File: src/vddi_pkg.sv
package vddi_pkg;

  localparam int unsigned ValueWidth = 64;
  localparam int unsigned ShiftWidth = 7;

  typedef enum logic [1:0] {
    PH_COUNT  = 2'd0,
    PH_MODE   = 2'd1,
    PH_VALUES = 2'd2,
    PH_DROP   = 2'd3
  } phase_e;

  typedef enum logic [1:0] {
    ST_INDEX    = 2'd0,
    ST_EMPTY    = 2'd1,
    ST_OVERFLOW = 2'd2,
    ST_TRUNC    = 2'd3
  } status_e;

  typedef struct packed {
    logic                  valid;
    logic [ValueWidth-1:0] index_value;
    logic                  last_index;
    status_e               status;
  } result_t;

endpackage

File: src/vddi_if.sv
interface vddi_in_if;
  logic       valid;
  logic       ready;
  logic [7:0] data_byte;
  logic       frame_end;

  modport source (output valid, output data_byte, output frame_end, input ready);
  modport sink (input valid, input data_byte, input frame_end, output ready);
endinterface

interface vddi_out_if;
  logic                            valid;
  logic                            ready;
  logic [vddi_pkg::ValueWidth-1:0] index_value;
  logic                            last_index;
  logic [1:0]                      status;

  modport source (output valid, output index_value, output last_index, output status,
                  input ready);
  modport sink (input valid, input index_value, input last_index, input status,
                output ready);
endinterface

File: src/vddi_decode.sv
module vddi_decode (
  input  logic              clk_i,
  input  logic              rst_ni,
  input  logic              step_i,
  input  logic [7:0]        byte_i,
  input  logic              frame_end_i,
  output vddi_pkg::result_t res_o
);

  localparam int unsigned VW = vddi_pkg::ValueWidth;
  localparam int unsigned SW = vddi_pkg::ShiftWidth;

  vddi_pkg::phase_e phase_q, phase_d;
  logic [VW-1:0]    acc_q, acc_d;
  logic [SW-1:0]    shift_q, shift_d;
  logic [VW-1:0]    remaining_q, remaining_d;
  logic             delta_q, delta_d;
  logic [VW-1:0]    running_q, running_d;

  logic [VW-1:0] group_bits;
  logic [VW-1:0] acc_or;
  logic [SW-1:0] shift_inc;
  logic          cont;
  logic          ovf;
  logic [VW-1:0] remaining_dec;
  logic          count_last;
  logic          count_zero;
  logic [VW-1:0] sum;
  logic [VW-1:0] value;

  // Place the 7-bit group; groups past bit 63 contribute nothing
  assign group_bits    = {{(VW-7){1'b0}}, byte_i[6:0]} << shift_q[SW-2:0];
  assign acc_or        = shift_q[SW-1] ? acc_q : (acc_q | group_bits);
  assign cont          = byte_i[7];
  assign shift_inc     = shift_q + SW'(7);
  assign ovf           = cont && shift_inc[SW-1];
  assign remaining_dec = remaining_q - VW'(1);
  assign count_last    = (remaining_dec == '0);
  assign count_zero    = (remaining_q == '0);
  assign sum           = running_q + acc_or;
  assign value         = delta_q ? sum : acc_or;

  always_comb begin
    phase_d     = phase_q;
    acc_d       = acc_q;
    shift_d     = shift_q;
    remaining_d = remaining_q;
    delta_d     = delta_q;
    running_d   = running_q;
    case (phase_q)
      vddi_pkg::PH_COUNT: begin
        acc_d = acc_or;
        if (ovf) begin
          shift_d = shift_inc;
          phase_d = vddi_pkg::PH_DROP;
        end else if (!cont) begin
          remaining_d = acc_or;
          acc_d       = '0;
          shift_d     = '0;
          phase_d     = vddi_pkg::PH_MODE;
        end else begin
          shift_d = shift_inc;
        end
      end
      vddi_pkg::PH_MODE: begin
        delta_d   = (byte_i != 8'd0);
        running_d = '0;
        acc_d     = '0;
        shift_d   = '0;
        phase_d   = count_zero ? vddi_pkg::PH_DROP : vddi_pkg::PH_VALUES;
      end
      vddi_pkg::PH_VALUES: begin
        acc_d = acc_or;
        if (ovf) begin
          shift_d = shift_inc;
          phase_d = vddi_pkg::PH_DROP;
        end else if (!cont) begin
          acc_d       = '0;
          shift_d     = '0;
          remaining_d = remaining_dec;
          if (delta_q) begin
            running_d = sum;
          end
          if (count_last) begin
            phase_d = vddi_pkg::PH_DROP;
          end
        end else begin
          shift_d = shift_inc;
        end
      end
      default: begin
      end
    endcase
    // Any frame end restarts at the count
    if (frame_end_i) begin
      phase_d = vddi_pkg::PH_COUNT;
      acc_d   = '0;
      shift_d = '0;
    end
  end

  always_comb begin
    res_o             = '0;
    res_o.status      = vddi_pkg::ST_INDEX;
    res_o.last_index  = 1'b1;
    res_o.index_value = '0;
    case (phase_q)
      vddi_pkg::PH_COUNT: begin
        if (ovf) begin
          res_o.valid  = 1'b1;
          res_o.status = vddi_pkg::ST_OVERFLOW;
        end else if (frame_end_i) begin
          res_o.valid  = 1'b1;
          res_o.status = vddi_pkg::ST_TRUNC;
        end
      end
      vddi_pkg::PH_MODE: begin
        if (count_zero) begin
          res_o.valid  = 1'b1;
          res_o.status = vddi_pkg::ST_EMPTY;
        end else if (frame_end_i) begin
          res_o.valid  = 1'b1;
          res_o.status = vddi_pkg::ST_TRUNC;
        end
      end
      vddi_pkg::PH_VALUES: begin
        if (ovf) begin
          res_o.valid  = 1'b1;
          res_o.status = vddi_pkg::ST_OVERFLOW;
        end else if (!cont && count_last) begin
          res_o.valid       = 1'b1;
          res_o.index_value = value;
        end else if (frame_end_i) begin
          res_o.valid  = 1'b1;
          res_o.status = vddi_pkg::ST_TRUNC;
        end else if (!cont) begin
          res_o.valid       = 1'b1;
          res_o.last_index  = 1'b0;
          res_o.index_value = value;
        end
      end
      default: begin
      end
    endcase
    if (!step_i) begin
      res_o.valid = 1'b0;
    end
  end

  always_ff @(posedge clk_i or negedge rst_ni) begin
    if (!rst_ni) begin
      phase_q     <= vddi_pkg::PH_COUNT;
      acc_q       <= '0;
      shift_q     <= '0;
      remaining_q <= '0;
      delta_q     <= 1'b0;
      running_q   <= '0;
    end else if (step_i) begin
      phase_q     <= phase_d;
      acc_q       <= acc_d;
      shift_q     <= shift_d;
      remaining_q <= remaining_d;
      delta_q     <= delta_d;
      running_q   <= running_d;
    end
  end

  a_err_is_last: assert property (@(posedge clk_i) disable iff (!rst_ni)
    res_o.valid && (res_o.status != vddi_pkg::ST_INDEX)
    |-> res_o.last_index && (res_o.index_value == '0))
    else $error("error result not marked last with zero value");

  a_values_owed: assert property (@(posedge clk_i) disable iff (!rst_ni)
    (phase_q == vddi_pkg::PH_VALUES) |-> (remaining_q != '0))
    else $error("value phase with no indices owed");

  a_shift_range: assert property (@(posedge clk_i) disable iff (!rst_ni)
    (phase_q != vddi_pkg::PH_DROP) |-> !shift_q[SW-1])
    else $error("group shift past word while decoding");

  a_frame_restart: assert property (@(posedge clk_i) disable iff (!rst_ni)
    step_i && frame_end_i
    |=> (phase_q == vddi_pkg::PH_COUNT) && (acc_q == '0) && (shift_q == '0))
    else $error("frame end did not restart the decoder");

endmodule

File: src/varint_delta_index_decoder.sv
// Decodes compressed index frames arriving one byte per transfer on in_i.
// A frame is an LEB128 count, one mode byte (non-zero selects delta) and
// count LEB128 values; frame_end marks the frame's final byte. In delta
// mode each value adds to a 64-bit running index that wraps.
// Each byte gives zero or one result on out_o: an index (status 0), an
// empty list (1), varint overflow past ten bytes (2) or early frame end
// (3). The final result of a frame carries last_index; error and empty
// results carry a zero index_value. After the last result the rest of the
// frame is dropped silently.
// Throughput: one byte per cycle unless out_o stalls, set by the single
// decode stage updating the varint accumulator and running index per byte.
// Path: each byte waits in the input register, and its result then loads
// into the result register that drives out_o; while out_o stalls, the
// byte stays in the input register.
// Reset clears the decoder to expect a new frame's count and empties both
// registers. When the receiver stalls, the result register holds; an empty
// input register still takes one more byte, then in_i.ready drops.
module varint_delta_index_decoder (
  input  logic               clk_i,
  input  logic               rst_ni,
  vddi_in_if.sink            in_i,
  vddi_out_if.source         out_o
);

  logic       in_valid_q;
  logic [7:0] in_byte_q;
  logic       in_fe_q;

  logic                            out_valid_q;
  logic [vddi_pkg::ValueWidth-1:0] out_value_q;
  logic                            out_last_q;
  vddi_pkg::status_e               out_status_q;

  logic              advance;
  vddi_pkg::result_t res;

  assign advance    = in_valid_q && (!out_valid_q || out_o.ready);
  assign in_i.ready = !in_valid_q || advance;

  always_ff @(posedge clk_i or negedge rst_ni) begin
    if (!rst_ni) begin
      in_valid_q <= 1'b0;
    end else if (in_i.ready) begin
      in_valid_q <= in_i.valid;
    end
  end

  always_ff @(posedge clk_i) begin
    if (in_i.valid && in_i.ready) begin
      in_byte_q <= in_i.data_byte;
      in_fe_q   <= in_i.frame_end;
    end
  end

  vddi_decode u_decode (
    .clk_i       (clk_i),
    .rst_ni      (rst_ni),
    .step_i      (advance),
    .byte_i      (in_byte_q),
    .frame_end_i (in_fe_q),
    .res_o       (res)
  );

  always_ff @(posedge clk_i or negedge rst_ni) begin
    if (!rst_ni) begin
      out_valid_q <= 1'b0;
    end else if (advance) begin
      out_valid_q <= res.valid;
    end else if (out_o.ready) begin
      out_valid_q <= 1'b0;
    end
  end

  // Load only on a new result; hold while the receiver stalls
  always_ff @(posedge clk_i) begin
    if (advance && res.valid) begin
      out_value_q  <= res.index_value;
      out_last_q   <= res.last_index;
      out_status_q <= res.status;
    end
  end

  assign out_o.valid       = out_valid_q;
  assign out_o.index_value = out_value_q;
  assign out_o.last_index  = out_last_q;
  assign out_o.status      = out_status_q;

endmodule
File: src/flat_wrapper.sv
// flat-port wrapper written by rule: the top's interface ports become plain ports
module varint_delta_index_decoder_flat 
  (clk_i, rst_ni, in_i_valid, in_i_data_byte, in_i_frame_end, in_i_ready, out_o_valid, out_o_index_value, out_o_last_index, out_o_status, out_o_ready);
  vddi_in_if in_i_i ();
  vddi_out_if out_o_i ();
  input  logic clk_i;
  input  logic rst_ni;
  input wire logic [$bits(in_i_i.valid)-1:0] in_i_valid;
  input wire logic [$bits(in_i_i.data_byte)-1:0] in_i_data_byte;
  input wire logic [$bits(in_i_i.frame_end)-1:0] in_i_frame_end;
  output wire logic [$bits(in_i_i.ready)-1:0] in_i_ready;
  output wire logic [$bits(out_o_i.valid)-1:0] out_o_valid;
  output wire logic [$bits(out_o_i.index_value)-1:0] out_o_index_value;
  output wire logic [$bits(out_o_i.last_index)-1:0] out_o_last_index;
  output wire logic [$bits(out_o_i.status)-1:0] out_o_status;
  input wire logic [$bits(out_o_i.ready)-1:0] out_o_ready;
  assign in_i_i.valid = in_i_valid;
  assign in_i_i.data_byte = in_i_data_byte;
  assign in_i_i.frame_end = in_i_frame_end;
  assign in_i_ready = in_i_i.ready;
  assign out_o_valid = out_o_i.valid;
  assign out_o_index_value = out_o_i.index_value;
  assign out_o_last_index = out_o_i.last_index;
  assign out_o_status = out_o_i.status;
  assign out_o_i.ready = out_o_ready;
  varint_delta_index_decoder u_core (.clk_i(clk_i), .rst_ni(rst_ni), .in_i(in_i_i), .out_o(out_o_i));
endmodule
File: config.mk
export PLATFORM = sky130hd
export DESIGN_NAME = varint_delta_index_decoder_flat
export DESIGN_NICKNAME = d
export VERILOG_FILES = /design/src/vddi_pkg.sv /design/src/vddi_if.sv /design/src/vddi_decode.sv /design/src/varint_delta_index_decoder.sv /design/src/flat_wrapper.sv
export SDC_FILE = /design/constraint.sdc
export NUM_CORES = 1
export LEC_CHECK = 0
export ABC_AREA = 1
export BUFFER_PORTS_ARGS = -buffer_cell sky130_fd_sc_hd__buf_4
export CAP_MARGIN = 20
export CORE_MARGIN = 1
export CORE_UTILIZATION = 40
export DETAILED_ROUTE_END_ITERATION = 10
export GPL_TIMING_DRIVEN = 0
export PLACE_DENSITY = 0.62
export SLEW_MARGIN = 20
export SYNTH_ARGS = -nofsm -noshare
export SYNTH_HDL_FRONTEND = slang
export SYNTH_SLANG_ARGS = --single-unit
File: constraint.sdc
create_clock -name clk_i -period 7.13 [get_ports clk_i]
set_clock_uncertainty 0.2 [all_clocks]
set_input_delay 1.0695 -clock clk_i [delete_from_list [all_inputs] [get_ports clk_i]]
set_output_delay 1.0695 -clock clk_i [all_outputs]
set_load 0.05 [all_outputs]
==> results.md, run 1 <==
- Crit start category: flop
- Crit-path leading delay family: simple AND/OR/NAND/NOR gates
- Clk slew on worst S/H paths: 60 ps
- Commonest non-fill, non-tap cell in the layout: nand2_1
- P_leak: 10.4 nW
- Arrival time at the worst endpoint: 5860 ps
- Max Buffers Root-to-Sink: 3
- Die Width: 225 microns
- Largest net degree at the start of global routing: 79
- HPWL Detailed: 63.3 mm
- Clock sinks: 280
- Synth top area cells: dfrtp_1 (26%), nand2_1 (14%), edfxtp_1 (12%)
- Placed Instance Area: 0.0214 sq mm
- Sw frac: 0.497
- P_int: 4.28 mW
- Hold_ws: 275 ps
- Root buffer cell: clkbuf_16
- Share of layout cells above drive strength 1: 0.0739
- Count of pins over their slew limit: 0
- Chip height: 225 microns
- Status: finished clean
- Most used cell, CP: nand2_1
- Port bufs: 81
- Worst path cell trace: clkbuf_1 > inv_1 > clkbuf_1 > o21ai_0 > mux2i_1 > nand2_1 > o21bai_1 > ha_1 > nand2_1 > nor2_1 > inv_1 > nor3_1 > nand2_1 > nand3_1 > a21oi_1 > o21ai_0 > nand3_1 > nand3_1 > nand2_1 > nor2_1 > nor2_1
- Cell taking the most area after synthesis: dfrtp_1
- DRC Markers: 0
- Setup violators final: 0
- Gate Count Post-Synth: 2,896
- Fin crit period: 5750 ps
- Synth async-reset ratio: 0.729
- # nets final: 3,103
- RSZ-0062 raised after global routing: no
- Number of global-route vias before repair: 19,800
- Post-synthesis sequential area ratio: 0.372
- Count of cell types in the netlist: 52
- CTS Buf Count: 35
- Post-CTS setup buffers: 0
- Primary FF master, synth: dfrtp_1
- Most frequent cells in the layout: nand2_1 (753), nor2_1 (480), inv_1 (317), o21ai_0 (280), dfrtp_1 (204)
- DR iter-0 viols: 2,089
- Setup CP Type: reg2reg
- CTS Hold Bufs: 0
- DR WL/cell: 21.0 microns
- CP Data Required Time: 7240 ps
- CTS H-tree lvls: 2
- GRT Resource Usage Total: 0.311
- Layout Area Growth over Synthesis: 13.7%
- Core area: 0.0490 sq mm
- Synthesized Nets: 2,980
- Worst VDD drop: 0.228 mV
- Post-synth EDFFs: 76
- Number of synthesized register bits: 280
- Crit-path max FO: 10
- Slowest stage cell on the critical path: o21ai_0
- Drt first pass iters: 5
- Placer Congestion: 1.02
- Max Clock Freq: 174 MHz
- CTS tree: yes
- Total congestion overflow: 0
- Max Cap Violations: 0
- Sequential share of power: 0.271
- Initial antenna violation count: 0
- Share of the synthesized area in the top cell type: 0.257
- Antenna Violating Nets Remaining: 0
- Slew @ Worst Pin: 961 ps
- Hold Path Class: in2async
- Max-slew headroom: 0.352
- Total wire length: 78.0 mm
- Crit path buffers/inverters: 4
- Clock latency on the worst-skew pair: 580 ps
- Clock share of power: 0.214
- Hold Fails Final Rpt: 0
- Switching power: 4.23 mW
- Die area: 0.0505 sq mm
- CP endpoint kind: flop
- Via density: 5.50
- Row cnt: 81
- Average size of a mapped cell: 6.85 sq um
- Initial Util: 0.405
- Mapped Area: 0.0198 sq mm
- Combinational power share: 0.515
- Via Count: 20,400
- CP max stage delay: 660 ps
- Period utilization: 0.806
- Synth warn: 0
- Power Density: 377 mW/mm^2
- # IOs: 82
- CTS resizes: 0
- First-pass GRT wire length: 117 mm
- Design area: 0.0226 sq mm
- Diode count: 0
## state kept, by name, indices dropped and copies added (netlist names)
register and flops:
u_core.out_o.last_index 1, u_core.u_decode.phase_q 2, u_core.u_decode.shift_q 7, u_core.u_decode.delta_q 1, u_core.in_byte_q 8, u_core.in_fe_q 1
u_core.out_o.valid 1, u_core.in_valid_q 1, u_core.u_decode.remaining_q 64, u_core.out_o.status 2, u_core.u_decode.running_q 64, u_core.out_o.index_value 64
u_core.u_decode.acc_q 64
## cell usage after synthesis, drive strengths merged (2+ instances only)
cell type  number
o21bai         16
ha             70
nand3         128
clkbuf         75
edfxtp         76
inv           317
o2111ai         3
o21ai         281
or2             5
a21oi         146
a211oi         14
a21o            8
buf            14
nand2         764
nand3b          2
o22ai          55
o211a           9
nor2          542
o21a            5
a21boi          2
a22o            5
xor2           37
and3            2
and2            3
xnor2          30
nor3           27
o211ai          9
nand4          12
a31oi          15
clkinv          4
dfrtp         204
nor4            4
a221oi          4
## kinds of logic (layout without fill, tap and decap cells)
group                    Yosys count  in the layout  synth area share
AND/OR/NAND/NOR                 1490           1490             0.310
multiplexers                       1              1          0.000505
XOR/XNOR                          67             67            0.0296
adder cells (fa/ha/maj)           71             71            0.0452
flip-flops                       280            280             0.372
buffers and inverters            410            558            0.0797
AO/OA/AOI/OAI                    577            577             0.162
## final cells by class
| cell class | instances | area (sq um) |
|---|---|---|
| buffer | 89 | 375 |
| clock buffer | 46 | 968 |
| clock inverter | 16 | 168 |
| fill | 5129 | 26400 |
| inverter | 321 | 1200 |
| multi-input combinational | 2206 | 10900 |
| sequential | 280 | 7390 |
| tap | 664 | 831 |
| timing repair buffer | 86 | 746 |
## power by group through the flow
stage          combinational [mW]  clock [mW]  sequential (mW)
6_report                     4.38        1.82             2.31
3_5_place_dp                 4.29           0             2.32
3_3_place_gp                 4.22           0             2.33
2_1_floorplan                2.63           0             2.58
4_1_cts                      4.31        1.85             2.30
5_1_grt                      4.78        1.91             2.34
## metrics by stage
step	worst slack, ps	setup TNS [ps]	instances	utilization	power, mW
2_1_floorplan	1720	0	2896	-	5.21
3_3_place_gp	-361	-22960	3641	0.435	6.56
3_5_place_dp	1650	0	3646	0.438	6.62
4_1_cts	1600	0	3708	0.461	8.46
5_1_grt	1130	0	3708	0.461	9.03
6_report	1380	0	3708	0.461	8.51
## layer usage
| metal | GRT usage | part of all wire | wire length, microns |
|---|---|---|---|
| met2 | 0.506 | 0.46 | 35500 |
| met4 | 0.151 | 0.052 | 4030 |
| met5 | 0 | 0 | 0 |
| met3 | 0.0388 | 0.066 | 5150 |
| met1 | 0.408 | 0.43 | 33200 |
## worst reg2reg max path, cell delays in order, from the launching register on
cell and delay [ps]:
dfrtp_1 360, clkbuf_1 200, inv_1 110, clkbuf_1 360, o21ai_0 210, mux2i_1 410, nand2_1 310, o21bai_1 650
ha_1 310, nand2_1 110, nor2_1 140, inv_1 70, nor3_1 130, nand2_1 80, nand3_1 160, a21oi_1 160
o21ai_0 660, nand3_1 410, nand3_1 190, nand2_1 80, nor2_1 110, nor2_1 80
## final timing paths
kind,start,end,slack (ps),depth (start not counted)
max,u_core.u_decode.shift_q[1],u_core.out_o.index_value[63],1380,21
max in group asynchronous,rst_ni,u_core.u_decode.running_q[55],5330,3
min,rst_ni,u_core.u_decode.remaining_q[7],270,1
min in group clk_i,u_core.u_decode.running_q[43],u_core.u_decode.running_q[43],290,2
max reg2reg,u_core.u_decode.shift_q[1],u_core.out_o.index_value[63],1380,21
min reg2reg,u_core.u_decode.running_q[43],u_core.u_decode.running_q[43],290,2
Note: power is estimated with default switching activity, not from simulation.
==> inputs of run 2 (changes only) <==
Settings changed: PLACE_DENSITY 0.62 to 0.64.
Clock period 7.13 ns to 4.61 ns, I/O delays scaled along.
==> results.md, run 2 (synthesis gave the netlist of run 1 again) <==
- Status: finished clean
- Setup violators final: 0 (unchanged)
- Max Cap Violations: 0 (unchanged)
- Commonest non-fill, non-tap cell in the layout: nand2_1
- Clock sinks: 280 (unchanged)
- GRT Resource Usage Total: 0.320 (+0.00885)
- Crit path buffers/inverters: 1 (-3)
- Drt first pass iters: 7 (+2)
- Largest net degree at the start of global routing: 93 (+18%)
- Share of layout cells above drive strength 1: 0.130 (+0.0557)
- Antenna Violating Nets Remaining: 0 (unchanged)
- HPWL Detailed: 64.9 mm (+2.5%)
- Fin crit period: 4490 ps (-1250 ps)
- Final core occ: 0.480 (+0.0194)
- CTS Buf Count: 36 (+2.9%)
- RSZ-0062 raised after global routing: yes
- Crit start category: flop
- # IOs: 82 (unchanged)
- Max Buffers Root-to-Sink: 3 (unchanged)
- Port bufs: 81 (unchanged)
- Count of pins over their slew limit: 0 (unchanged)
- DRC Markers: 0 (unchanged)
- Internal reg-to-reg setup slack: 120 ps (-1270 ps)
- CTS H-tree lvls: 2 (unchanged)
- Worst-case hold path end point: u_core.in_byte_q[0]
- Max-slew headroom: 0.403 (+0.0508)
- # nets final: 3,118 (+0.48%)
- Setup CP Type: reg2reg
- Most used cell, CP: nand2_1
- Clk slew on worst S/H paths: 60 ps (about the same)
- Row cnt: 81 (unchanged)
- First-pass GRT wire length: 120 mm (+2.4%)
- Max Clock Freq: 223 MHz (+28%)
- Layout Area Growth over Synthesis: 18.5%
- Initial Util: 0.405 (unchanged)
- Clock latency on the worst-skew pair: 590 ps (about the same)
- Reg-to-Reg Start: u_core.u_decode.shift_q[0]
- Chip height: 225 microns (unchanged)
- Crit-path max FO: 8 (-2)
- Worst VDD drop: 0.278 mV (+22%)
- Slew @ Worst Pin: 895 ps (-66.0 ps)
- Root buffer cell: clkbuf_16
- Total congestion overflow: 0 (unchanged)
- Worst path cell trace: or2_2 > o21ai_1 > nand2_1 > nand3_1 > o21ai_1 > o21ai_2 > nor2_1 > nand2_1 > nand2_1 > ha_1 > nand2_1 > nor2_1 > inv_1 > o21ai_0 > a21o_1 > nand2_1 > nand2_1 > xor2_1 > nand2_1 > o21ai_0 > nor2_1
- Placed Instance Area: 0.0214 sq mm (unchanged)
- Diode count: 0 (unchanged)
- P_int: 6.92 mW (+62%)
- Total wire length: 80.6 mm (+3.4%)
- Slowest stage cell on the critical path: dfrtp_2
- CP max stage delay: 460 ps (-200 ps)
- Hold depth: 1
- Most frequent cells in the layout: nand2_1 (732), nor2_1 (462), inv_1 (308), o21ai_0 (237), dfrtp_1 (201)
- Hold Path Class: in2reg
- Initial antenna violation count: 0 (unchanged)
- Min-delay src: in_i_data_byte[0]
- CTS tree: yes
- Final setup TNS: 0 ps (unchanged)
- Crit-path leading delay family: simple AND/OR/NAND/NOR gates
- Fill cells: 5,047 (-1.6%)
- Core area: 0.0490 sq mm (unchanged)
- Worst r2r dst: u_core.out_o.index_value[41]
- DR WL/cell: 21.6 microns (+2.9%)
- CP endpoint kind: flop
- Sw frac: 0.498 (+0.00112)
- Via Count: 20,500 (+0.68%)
- Clock share of power: 0.215 (about the same)
- Design area: 0.0235 sq mm (+4.2%)
- Period utilization: 0.975 (+0.169)
- DR iter-0 viols: 2,047 (-2.0%)
- Arrival time at the worst endpoint: 4600 ps (-1260 ps)
- Power Density: 587 mW/mm^2 (+55%)
- Number of global-route vias before repair: 19,900 (+0.49%)
- Placer Congestion: 0.988 (-3.1%)
- Hold_ws: 75.5 ps (-199 ps)
- R2R depth: 21 (unchanged)
- Die area: 0.0505 sq mm (unchanged)
- Hold Fails Final Rpt: 0 (unchanged)
- P_leak: 10.6 nW (+2.2%)
- Die Width: 225 microns (unchanged)
- Via density: 5.51 (+0.19%)
- CP Data Required Time: 4720 ps (-2520 ps)
- Combinational power share: 0.523 (+0.008)
- Switching power: 6.87 mW (+62%)
- Sequential share of power: 0.261 (-0.010)
[run 2: cell types whose count changed in the layout (fill, tap and decap cells not counted), moves of 16 or more]
cell / change
a21oi_2: +29
o21ai_0: -43
nor2_1: -18
nor2_2: +16
nand2_1: -21
a21oi_1: -34
nand2_2: +18
o21ai_1: +24
[run 2: power groups by stage]
stage / logic, mW / registers (mW) / clock network [mW]
6_report: 7.22 / 3.60 / 2.97
5_1_grt: 7.82 / 3.66 / 3.09
4_1_cts: 6.83 / 3.58 / 3.01
3_5_place_dp: 6.72 / 3.59 / 0
3_3_place_gp: 6.60 / 3.60 / 0
2_1_floorplan: 4.07 / 3.99 / 0
[run 2: worst reg2reg max path, delay by kind of cell, from the launching register on]
kind	cells	cell delay, ps
adder cells (fa/ha/maj)	1	450
XOR/XNOR	1	230
flip-flops	1	460
AO/OA/AOI/OAI	6	1080
AND/OR/NAND/NOR	12	1720
buffers and inverters	1	90
[run 2: what timing repair did]
item                       in CTS  in global routing
buffers inserted                1                 14
setup endpoints to repair      88                 61
hold endpoints to repair       56                  0
hold buffers                    1                  0
pin swaps                       0                 14
gates cloned                    0                  0
resized for setup              70                163
[run 2: layout make-up]
class                      instances  area [sq um]  area share
buffer                            87           380      0.0162
inverter                         321          1210      0.0514
sequential                       280          7390       0.314
tap                              664           831      0.0353
multi-input combinational       2206         11600       0.493
timing repair buffer             102           868      0.0369
clock inverter                    17           205     0.00873
clock buffer                      49          1030      0.0439
[run 2: routing by layer]
layer  track usage  vias to the layer above  share of wire
met4         0.133                        0          0.046
met1         0.420                     9864           0.42
met3        0.0376                      171          0.066
met5             0                        -              0
li1              -                     9726              -
met2         0.532                      775           0.47
[run 2: through the flow]
| stage | cells | power (mW) | setup slack [ps] |
|---|---|---|---|
| after floorplan | 2896 | 8.05 | 322 |
| after global placement | 3641 | 10.2 | -1150 |
| after detailed placement | 3646 | 10.3 | -1140 |
| after CTS | 3712 | 13.4 | 8.38 |
| after global routing | 3726 | 14.6 | -70.0 |
| final | 3726 | 13.8 | 116 |
[run 2: worst max-delay path by stage]
stage	start	endpoint	depth (start not counted)
finish	u_core.u_decode.shift_q[0]	u_core.out_o.index_value[41]	21
global placement	u_core.u_decode.shift_q[1]	u_core.out_o.index_value[63]	21
global route	u_core.u_decode.shift_q[0]	u_core.out_o.index_value[43]	25
floorplan	u_core.u_decode.shift_q[1]	u_core.out_o.index_value[0]	11
detailed placement	u_core.u_decode.shift_q[1]	u_core.out_o.index_value[63]	21
CTS	u_core.u_decode.shift_q[0]	u_core.out_o.index_value[44]	21
